`src/hdl/i2cms_pkg.sv`:
```
// ----------------------------------------------------------------------------
// i2cms_pkg
// shared types and constants of the i2c master transaction sequencer
// ----------------------------------------------------------------------------
package i2cms_pkg;

  localparam int BUFFER_DEPTH = 256;
  localparam int ADDR_W       = (BUFFER_DEPTH > 1) ? $clog2(BUFFER_DEPTH) : 1;

  typedef enum logic [2:0] {
    CMD_LOAD       = 3'd0,
    CMD_START_WR   = 3'd1,
    CMD_START_RD   = 3'd2,
    CMD_START_WRRD = 3'd3,
    CMD_DONE       = 3'd4
  } cmd_t;

  typedef enum logic [1:0] {
    PH_IDLE  = 2'd0,
    PH_WRITE = 2'd1,
    PH_READ  = 2'd2
  } phase_t;

  typedef struct packed {
    logic             we;
    logic [ADDR_W-1:0] waddr;
    logic [7:0]       wdata;
    logic             re;
    logic [ADDR_W-1:0] raddr;
  } mem_req_t;

  typedef struct packed {
    logic       issue_start;
    logic       issue_restart;
    logic       issue_stop;
    logic       transmit_dir;
    logic       send_valid;
    logic [7:0] send_value;
    logic       send_from_mem;
    logic       nack_next;
    logic       got_valid;
    logic [7:0] got_value;
    logic [7:0] got_position;
    logic       busy;
    logic       write_failed;
  } res_t;

endpackage

```
`src/hdl/i2cms_tx_ram.sv`:
```
// ----------------------------------------------------------------------------
// i2cms_tx_ram
// transmit byte buffer, one write port and one registered read port
// ----------------------------------------------------------------------------
module i2cms_tx_ram #(
  parameter int DEPTH = 256,
  parameter int WIDTH = 8,
  localparam int AW   = (DEPTH > 1) ? $clog2(DEPTH) : 1
) (
  input  logic             clk,
  input  logic             we,
  input  logic [AW-1:0]    waddr,
  input  logic [WIDTH-1:0] wdata,
  input  logic             re,
  input  logic [AW-1:0]    raddr,
  output logic [WIDTH-1:0] rdata
);

  logic [WIDTH-1:0] mem [DEPTH];
  logic [WIDTH-1:0] rdata_r;

  always_ff @(posedge clk) begin
    if (we) begin
      mem[waddr] <= wdata;
    end
  end

  always_ff @(posedge clk) begin
    if (re) begin
      rdata_r <= mem[raddr];
    end
  end

  assign rdata = rdata_r;

endmodule

```
`src/hdl/i2cms_ctrl.sv`:
```
// ----------------------------------------------------------------------------
// i2cms_ctrl
// transaction state and per-transaction decision, buffer access requests
// ----------------------------------------------------------------------------
module i2cms_ctrl (
  input  logic                clk,
  input  logic                rst_n,
  input  logic                fire,
  input  logic [2:0]          cmd,
  input  logic [6:0]          target_address,
  input  logic [7:0]          write_length,
  input  logic [7:0]          read_length,
  input  logic [7:0]          load_index,
  input  logic [7:0]          load_value,
  input  logic                ack_seen,
  input  logic [7:0]          bus_byte,
  output i2cms_pkg::mem_req_t mem_req,
  output i2cms_pkg::res_t     res
);

  i2cms_pkg::phase_t phase_r, phase_nxt;
  logic [7:0] bytes_left_r, bytes_left_nxt;
  logic       pending_r, pending_nxt;
  logic [6:0] saved_addr_r, saved_addr_nxt;
  logic [7:0] saved_rlen_r, saved_rlen_nxt;
  logic       first_r, first_nxt;
  logic [7:0] send_ptr_r, send_ptr_nxt;
  logic [7:0] recv_ptr_r, recv_ptr_nxt;
  logic       err_r, err_nxt;
  logic [i2cms_pkg::ADDR_W-1:0] ptr_mod;
  logic       load_ok;
  logic       we, re;

  assign ptr_mod = i2cms_pkg::ADDR_W'({1'b0, send_ptr_r} % 9'(i2cms_pkg::BUFFER_DEPTH));
  assign load_ok = ({1'b0, load_index} < 9'(i2cms_pkg::BUFFER_DEPTH));

  always_ff @(posedge clk) begin
    if (!rst_n) begin
      phase_r      <= i2cms_pkg::PH_IDLE;
      bytes_left_r <= 8'd0;
      pending_r    <= 1'b0;
      saved_addr_r <= 7'd0;
      saved_rlen_r <= 8'd0;
      first_r      <= 1'b1;
      send_ptr_r   <= 8'd0;
      recv_ptr_r   <= 8'd0;
      err_r        <= 1'b0;
    end else if (fire) begin
      phase_r      <= phase_nxt;
      bytes_left_r <= bytes_left_nxt;
      pending_r    <= pending_nxt;
      saved_addr_r <= saved_addr_nxt;
      saved_rlen_r <= saved_rlen_nxt;
      first_r      <= first_nxt;
      send_ptr_r   <= send_ptr_nxt;
      recv_ptr_r   <= recv_ptr_nxt;
      err_r        <= err_nxt;
    end
  end

  always_comb begin
    phase_nxt      = phase_r;
    bytes_left_nxt = bytes_left_r;
    pending_nxt    = pending_r;
    saved_addr_nxt = saved_addr_r;
    saved_rlen_nxt = saved_rlen_r;
    first_nxt      = first_r;
    send_ptr_nxt   = send_ptr_r;
    recv_ptr_nxt   = recv_ptr_r;
    err_nxt        = err_r;
    we             = 1'b0;
    re             = 1'b0;
    res            = '0;

    case (cmd)
      i2cms_pkg::CMD_LOAD: begin
        we = load_ok;
      end
      i2cms_pkg::CMD_START_WR, i2cms_pkg::CMD_START_WRRD: begin
        saved_addr_nxt  = target_address;
        phase_nxt       = i2cms_pkg::PH_WRITE;
        bytes_left_nxt  = write_length;
        send_ptr_nxt    = 8'd0;
        recv_ptr_nxt    = 8'd0;
        first_nxt       = 1'b1;
        err_nxt         = 1'b0;
        pending_nxt     = (cmd == i2cms_pkg::CMD_START_WRRD);
        saved_rlen_nxt  = (cmd == i2cms_pkg::CMD_START_WRRD) ? read_length : 8'd0;
        res.issue_start = 1'b1;
        res.send_valid  = 1'b1;
        res.send_value  = {target_address, 1'b0};
      end
      i2cms_pkg::CMD_START_RD: begin
        saved_addr_nxt  = target_address;
        phase_nxt       = i2cms_pkg::PH_READ;
        bytes_left_nxt  = read_length;
        send_ptr_nxt    = 8'd0;
        recv_ptr_nxt    = 8'd0;
        first_nxt       = 1'b1;
        err_nxt         = 1'b0;
        pending_nxt     = 1'b0;
        res.issue_start = 1'b1;
        res.send_valid  = 1'b1;
        res.send_value  = {target_address, 1'b1};
      end
      i2cms_pkg::CMD_DONE: begin
        case (phase_r)
          i2cms_pkg::PH_WRITE: begin
            if (bytes_left_r == 8'd0) begin
              if (pending_r) begin
                phase_nxt         = i2cms_pkg::PH_READ;
                bytes_left_nxt    = saved_rlen_r;
                pending_nxt       = 1'b0;
                first_nxt         = 1'b1;
                recv_ptr_nxt      = 8'd0;
                res.issue_restart = 1'b1;
                res.send_valid    = 1'b1;
                res.send_value    = {saved_addr_r, 1'b1};
              end else begin
                phase_nxt      = i2cms_pkg::PH_IDLE;
                res.issue_stop = 1'b1;
              end
            end else if (ack_seen) begin
              re                = 1'b1;
              res.send_valid    = 1'b1;
              res.send_from_mem = 1'b1;
              send_ptr_nxt      = 8'(send_ptr_r + 8'd1);
              bytes_left_nxt    = 8'(bytes_left_r - 8'd1);
            end else begin
              err_nxt        = 1'b1;
              pending_nxt    = 1'b0;
              phase_nxt      = i2cms_pkg::PH_IDLE;
              res.issue_stop = 1'b1;
            end
          end
          i2cms_pkg::PH_READ: begin
            if (bytes_left_r == 8'd0) begin
              phase_nxt      = i2cms_pkg::PH_IDLE;
              res.issue_stop = 1'b1;
            end else begin
              res.nack_next  = (bytes_left_r == 8'd1);
              bytes_left_nxt = 8'(bytes_left_r - 8'd1);
            end
            if (!first_r) begin
              res.got_valid    = 1'b1;
              res.got_value    = bus_byte;
              res.got_position = recv_ptr_r;
              recv_ptr_nxt     = 8'(recv_ptr_r + 8'd1);
            end
            first_nxt = 1'b0;
          end
          default: begin
          end
        endcase
      end
      default: begin
      end
    endcase

    res.transmit_dir = (phase_nxt == i2cms_pkg::PH_WRITE) ||
                       ((phase_nxt == i2cms_pkg::PH_READ) && first_nxt);
    res.busy         = (phase_nxt == i2cms_pkg::PH_WRITE) ||
                       (phase_nxt == i2cms_pkg::PH_READ);
    res.write_failed = err_nxt;
  end

  assign mem_req.we    = fire && we;
  assign mem_req.waddr = load_index[i2cms_pkg::ADDR_W-1:0];
  assign mem_req.wdata = load_value;
  assign mem_req.re    = fire && re;
  assign mem_req.raddr = ptr_mod;

endmodule

```
`src/hdl/i2c_master_transaction_sequencer_unit.sv`:
```
// ----------------------------------------------------------------------------
// i2c_master_transaction_sequencer_unit
// i2c master write, read and write-then-repeated-start-read sequencer
// ----------------------------------------------------------------------------
// Takes one transaction per clock cycle while in_ready is high and gives one
// result for each. A result passes the middle stage, with the synchronous
// transmit buffer read, then the output register. The control state updates
// at acceptance, so transactions follow back to back; while the output is
// stalled, one more transaction is taken and held in the middle stage. The
// transmit buffer has no reset and needs no clearing pass; the user must
// ensure a byte was loaded before it is sent, which the block does not check.
module i2c_master_transaction_sequencer_unit (
  input  logic       clk,
  input  logic       rst_n,
  input  logic       in_valid,
  output logic       in_ready,
  input  logic [2:0] in_cmd,
  input  logic [6:0] in_target_address,
  input  logic [7:0] in_write_length,
  input  logic [7:0] in_read_length,
  input  logic [7:0] in_load_index,
  input  logic [7:0] in_load_value,
  input  logic       in_ack_seen,
  input  logic [7:0] in_bus_byte,
  output logic       out_valid,
  input  logic       out_ready,
  output logic       out_issue_start,
  output logic       out_issue_restart,
  output logic       out_issue_stop,
  output logic       out_transmit_dir,
  output logic       out_send_valid,
  output logic [7:0] out_send_value,
  output logic       out_nack_next,
  output logic       out_got_valid,
  output logic [7:0] out_got_value,
  output logic [7:0] out_got_position,
  output logic       out_busy_res,
  output logic       out_write_failed
);

  i2cms_pkg::mem_req_t mem_req;
  i2cms_pkg::res_t     res;
  i2cms_pkg::res_t     s1_res_r;
  i2cms_pkg::res_t     s1_fwd;
  i2cms_pkg::res_t     o_res_r;
  logic                s1_valid_r;
  logic                o_valid_r;
  logic                in_fire;
  logic                advance;
  logic [7:0]          rdata;

  assign advance  = s1_valid_r && (!o_valid_r || out_ready);
  assign in_ready = !s1_valid_r || advance;
  assign in_fire  = in_valid && in_ready;

  i2cms_ctrl u_ctrl (
    .clk            (clk),
    .rst_n          (rst_n),
    .fire           (in_fire),
    .cmd            (in_cmd),
    .target_address (in_target_address),
    .write_length   (in_write_length),
    .read_length    (in_read_length),
    .load_index     (in_load_index),
    .load_value     (in_load_value),
    .ack_seen       (in_ack_seen),
    .bus_byte       (in_bus_byte),
    .mem_req        (mem_req),
    .res            (res)
  );

  i2cms_tx_ram #(
    .DEPTH (i2cms_pkg::BUFFER_DEPTH),
    .WIDTH (8)
  ) u_tx_ram (
    .clk   (clk),
    .we    (mem_req.we),
    .waddr (mem_req.waddr),
    .wdata (mem_req.wdata),
    .re    (mem_req.re),
    .raddr (mem_req.raddr),
    .rdata (rdata)
  );

  always_ff @(posedge clk) begin
    if (!rst_n) begin
      s1_valid_r <= 1'b0;
      o_valid_r  <= 1'b0;
    end else begin
      if (in_fire) begin
        s1_valid_r <= 1'b1;
      end else if (advance) begin
        s1_valid_r <= 1'b0;
      end
      if (advance) begin
        o_valid_r <= 1'b1;
      end else if (out_ready) begin
        o_valid_r <= 1'b0;
      end
    end
  end

  // buffer byte joins the middle stage result
  always_comb begin
    s1_fwd = s1_res_r;
    if (s1_res_r.send_from_mem) begin
      s1_fwd.send_value = rdata;
    end
  end

  always_ff @(posedge clk) begin
    if (in_fire) begin
      s1_res_r <= res;
    end
    if (advance) begin
      o_res_r <= s1_fwd;
    end
  end

  assign out_valid         = o_valid_r;
  assign out_issue_start   = o_res_r.issue_start;
  assign out_issue_restart = o_res_r.issue_restart;
  assign out_issue_stop    = o_res_r.issue_stop;
  assign out_transmit_dir  = o_res_r.transmit_dir;
  assign out_send_valid    = o_res_r.send_valid;
  assign out_send_value    = o_res_r.send_value;
  assign out_nack_next     = o_res_r.nack_next;
  assign out_got_valid     = o_res_r.got_valid;
  assign out_got_value     = o_res_r.got_value;
  assign out_got_position  = o_res_r.got_position;
  assign out_busy_res      = o_res_r.busy;
  assign out_write_failed  = o_res_r.write_failed;

endmodule

```
`config.mk`:
```
export PLATFORM = sky130hd
export DESIGN_NAME = i2c_master_transaction_sequencer_unit
export DESIGN_NICKNAME = d
export VERILOG_FILES = /design/src/hdl/i2cms_pkg.sv /design/src/hdl/i2cms_tx_ram.sv /design/src/hdl/i2cms_ctrl.sv /design/src/hdl/i2c_master_transaction_sequencer_unit.sv
export SDC_FILE = /design/constraint.sdc
export NUM_CORES = 2
export LEC_CHECK = 0
export BUFFER_PORTS_ARGS = -buffer_cell sky130_fd_sc_hd__buf_2
export CAP_MARGIN = 20
export CORE_MARGIN = 3
export CORE_UTILIZATION = 35
export DETAILED_ROUTE_END_ITERATION = 8
export HOLD_SLACK_MARGIN = 0.02
export MAX_ROUTING_LAYER = met4
export PLACE_DENSITY = 0.45
export SYNTH_ARGS = -nofsm -noshare
export SYNTH_HDL_FRONTEND = slang
export SYNTH_SLANG_ARGS = --single-unit
```
`constraint.sdc`:
```
create_clock -name clk -period 4.5 [get_ports clk]
set_input_delay 0.45 -clock clk [delete_from_list [all_inputs] [get_ports clk]]
set_output_delay 0.45 -clock clk [all_outputs]
set_load 0.005 [all_outputs]
```
==> results by group <==
Status
  – Status: complete, no violations

Finish
  – Synthesis-to-layout area growth: 17.46%
  – Layout cell share with drive strength beyond 1: 28.89%
  – Final Cell Area: between 0.09 and 0.1 sq mm
  – Layout fillers: 21,280
  – Non-Filler Instances: slightly above 8,000
  – Total Nets Final: approximately 4,800

Floorplanning
  – Floorplan Core Area: 0.2410 sq mm
  – Rows: 180
  – Die X-Extent: 498.8 um
  – Io pins: 90
  – Initial Util: 35.28%
  – Die Span Y: 498.8 um
  – Die footprint: 0.2488 sq mm

Yosys
  – Post-synth EDFFs: 2,123
  – Post-synth ARST share: 0%
  – Post-synth top cells: edfxtp_1 (2,123), mux4_2 (473), nor2_1 (331)
  – Post-synth top area cell: edfxtp_1
  – Post-synthesis sequential area ratio: between 70% and 80%
  – Number of distinct library cells after synthesis: 84
  – Mapped Cells: 4,135
  – Mapped cell area: 0.08501 sq mm
  – Synthesized Nets: 4,199
  – Top FF cell, synth: edfxtp_1
  – Ys Warns: 0
  – Main area contributors after synthesis: edfxtp_1 (75%), mux4_2 (13%), mux2i_1 (2.0%)
  – Count leader, synth: edfxtp_1
  – Syn_area_per_cell: 20.56 sq um
  – Flops & latches, synth: 2,169
  – Yosys top cell area share: 74.99%

Setup path
  – Worst R2R End: u_tx_ram.rdata[1]$_DFFE_PP_
  – Critical path required time: 5.16 ns
  – Critical path arrival: 4.93 ns
  – Critical Path Max Stage Delay: 0.90 ns
  – CP max stage cell: and2_2
  – Worst path cell trace: buf_4, and2_2, and2_1, a2111oi_0, buf_4, nor3b_1, a211oi_1, buf_4, o32ai_1
  – Max FO, Critical Path: 22
  – Crit path launch type: flop
  – Most common cell on crit path: buf_4
  – FF-to-FF setup slack: around 0.22 ns
  – Critical path class: reg2reg
  – Critical path endpoint category: flop
  – Reg2reg path depth: 9
  – FF-to-FF Start: u_ctrl.send_ptr_r[3]$_SDFFE_PN0P_

CTS
  – CTS Hold Bufs: between 40 and 50
  – Maximum clock insertion buffer count: 3
  – Clock Pin Slew Worst Setup and Hold Paths: ~0.06 ns
  – Num CTS Buffers: between 200 and 250
  – CTS tree: done
  – Post-CTS Resized: 0
  – # H-tree levels: 4
  – CTS root buf: clkbuf_16
  – Worst-Skew Late Latency: 0.87 ns
  – Clock net sink count: 2,169
  – Setup Fix Bufs, Post-CTS: 0

Power
  – Worst VDD drop: 0.3980 mV
  – P_leak: approximately 31 nW
  – PD cells: 416.5 mW/mm^2
  – Power consumption: 41.59 mW

Timing
  – Final min period: 4.277 ns
  – Fin. max-slew vios: 0
  – Setup violators final: 0
  – Setup_tns: 0 ns
  – Final hold violations: 0
  – Max-slew headroom: 22.29%
  – RSZ-0062 raised after global routing: no
  – Worst Skew: 0.06466 ns
  – Achievable clock frequency: roughly 230 MHz
  – Period utilization: a little over nine tenths
  – Worst slew pin tran: 1.153 ns

Detailed routing
  – Wirelength per Cell: 31.78 um
  – DRC: 0
  – DR vias/cell: 5.418
  – Final ANT Viol Nets: 0
  – WL final: 257,600 um
  – 1st-pass router iterations: 6
  – Detailed Route Iter0 Violations: 4,332
  – Vias post-DR: 43,920

Placed design
  – Post-DP HPWL: around 160,000 um
  – Placed cells: 7,627
  – Placed Instance Area: 0.09198 sq mm
  – I/O Buffers: 89
  – GP Congestion: 0.8389

GRT
  – Vias in the first global route: approximately 45,000
  – Total global routing overflow: 0
  – Total GRT Usage: 21.21%
  – First-pass GRT wire length: ~360,000 um
  – Antenna violations before repair: 16
  – Largest net degree at the start of global routing: roughly 140

Worst hold path
  – Hold Path Depth: 1
  – Worst Hold Launch: in_load_value[0]
  – Type of the worst min-delay path: in2reg
  – Hold Path Sink: u_tx_ram.mem[42][0]$_DFFE_PP_

Flow run
  – Maximum capacitance violations: 0
==> critical path, delay by kind of cell (launching register included) <==
kind	cells	cell delay (ns)
AOI/OAI and AO/OA	3	0.59
buffers and inverters	3	0.74
DFF	1	0.68
and+or+nand+nor	3	2.00
==> metrics by stage <==
step	hold WS [ns]	util [%]	worst slack (ns)
4_1_cts	0.02800	41.43	0.3105
2_1_floorplan	0.4003	-	1.699
3_5_place_dp	0.4045	38.17	0.3348
6_report	0.07123	41.44	0.2231
5_1_grt	0.04772	41.43	0.2509
3_3_place_gp	0.4009	38.16	0.3073
==> layout make-up <==
type	instances	area [sq um]	area share [%]
clock buffer	290	6116	6.125
sequential	2169	64690	64.78
inverter	28	112.6	0.1128
tap	3185	3985	3.991
antenna	3	7.507	0.007518
clock inverter	137	1262	1.264
timing repair buffer	595	4891	4.898
multi-input combinational	1699	18790	18.82
==> placed cells by master, fill, tap and decap left out, drive strengths merged, types with 36 or more instances in the layout <==
cell         synthesis  final
mux4               487    487
o21ai               40     40
edfxtp            2123   2123
mux2i              169    169
a221oi              44     44
clkbuf              77    291
dlygate4sd3          0     48
nor2               331    331
dfxtp               46     46
nand3               43     43
mux2                36     36
clkinv               2    106
a21oi               83     83
nand2              122    122
buf                159    546
==> cells by family after synthesis <==
family                     after synthesis  synth area share, %
and+or+nand+nor                        616                3.181
adders and majority gates                9               0.1325
AOI/OAI and AO/OA                      364                3.058
buffers and inverters                  267                1.940
DFF                                   2169                76.07
muxes                                  692                15.43
xor gates and xnor gates                18               0.1855
==> power breakdown <==
part	switching [mW]	internal, mW
Clock	7.90	10.7
Combinational	0.602	0.171
Sequential	0.0213	22.2
==> state kept, by name (all words and copies together) (netlist names), 2 cells and up <==
signal and cells:
u_ctrl.bytes_left_r 8, out_got_value 8, u_ctrl.phase_r 2, u_ctrl.saved_rlen_r 8, u_ctrl.send_ptr_r 8, s1_fwd 26, u_ctrl.saved_addr_r 7, u_tx_ram.mem 2048
s1_res_r 8, out_send_value 8, u_tx_ram.rdata 8, out_got_position 8, u_ctrl.recv_ptr_r 8
==> how the worst max path moves through the flow <==
stage | from | endpoint | slack [ns] | depth (start not counted)
after floorplan | out_ready | u_ctrl.send_ptr_r[2]$_SDFFE_PN0P_ | 1.70 | 7
after global placement | u_ctrl.send_ptr_r[1]$_SDFFE_PN0P_ | u_tx_ram.rdata[1]$_DFFE_PP_ | 0.31 | 9
after detailed placement | u_ctrl.send_ptr_r[1]$_SDFFE_PN0P_ | u_tx_ram.rdata[1]$_DFFE_PP_ | 0.33 | 9
after CTS | u_ctrl.send_ptr_r[1]$_SDFFE_PN0P_ | u_tx_ram.rdata[1]$_DFFE_PP_ | 0.31 | 9
after global routing | u_ctrl.send_ptr_r[1]$_SDFFE_PN0P_ | u_tx_ram.rdata[1]$_DFFE_PP_ | 0.25 | 9
final | u_ctrl.send_ptr_r[3]$_SDFFE_PN0P_ | u_tx_ram.rdata[1]$_DFFE_PP_ | 0.22 | 9
==> layer usage <==
metal / wire length, um / global-route usage (%) / up-vias / share of wire (%)
met2: 122300 / 32.88 / 1344 / 47
met5: 0 / - / - / 0
met4: 6483 / 5.407 / 0 / 2.5
li1: - / - / 18340 / -
met3: 13610 / 3.168 / 317 / 5.3
met1: 115200 / 29.51 / 23920 / 45
Power figures use the tool's default switching activity.
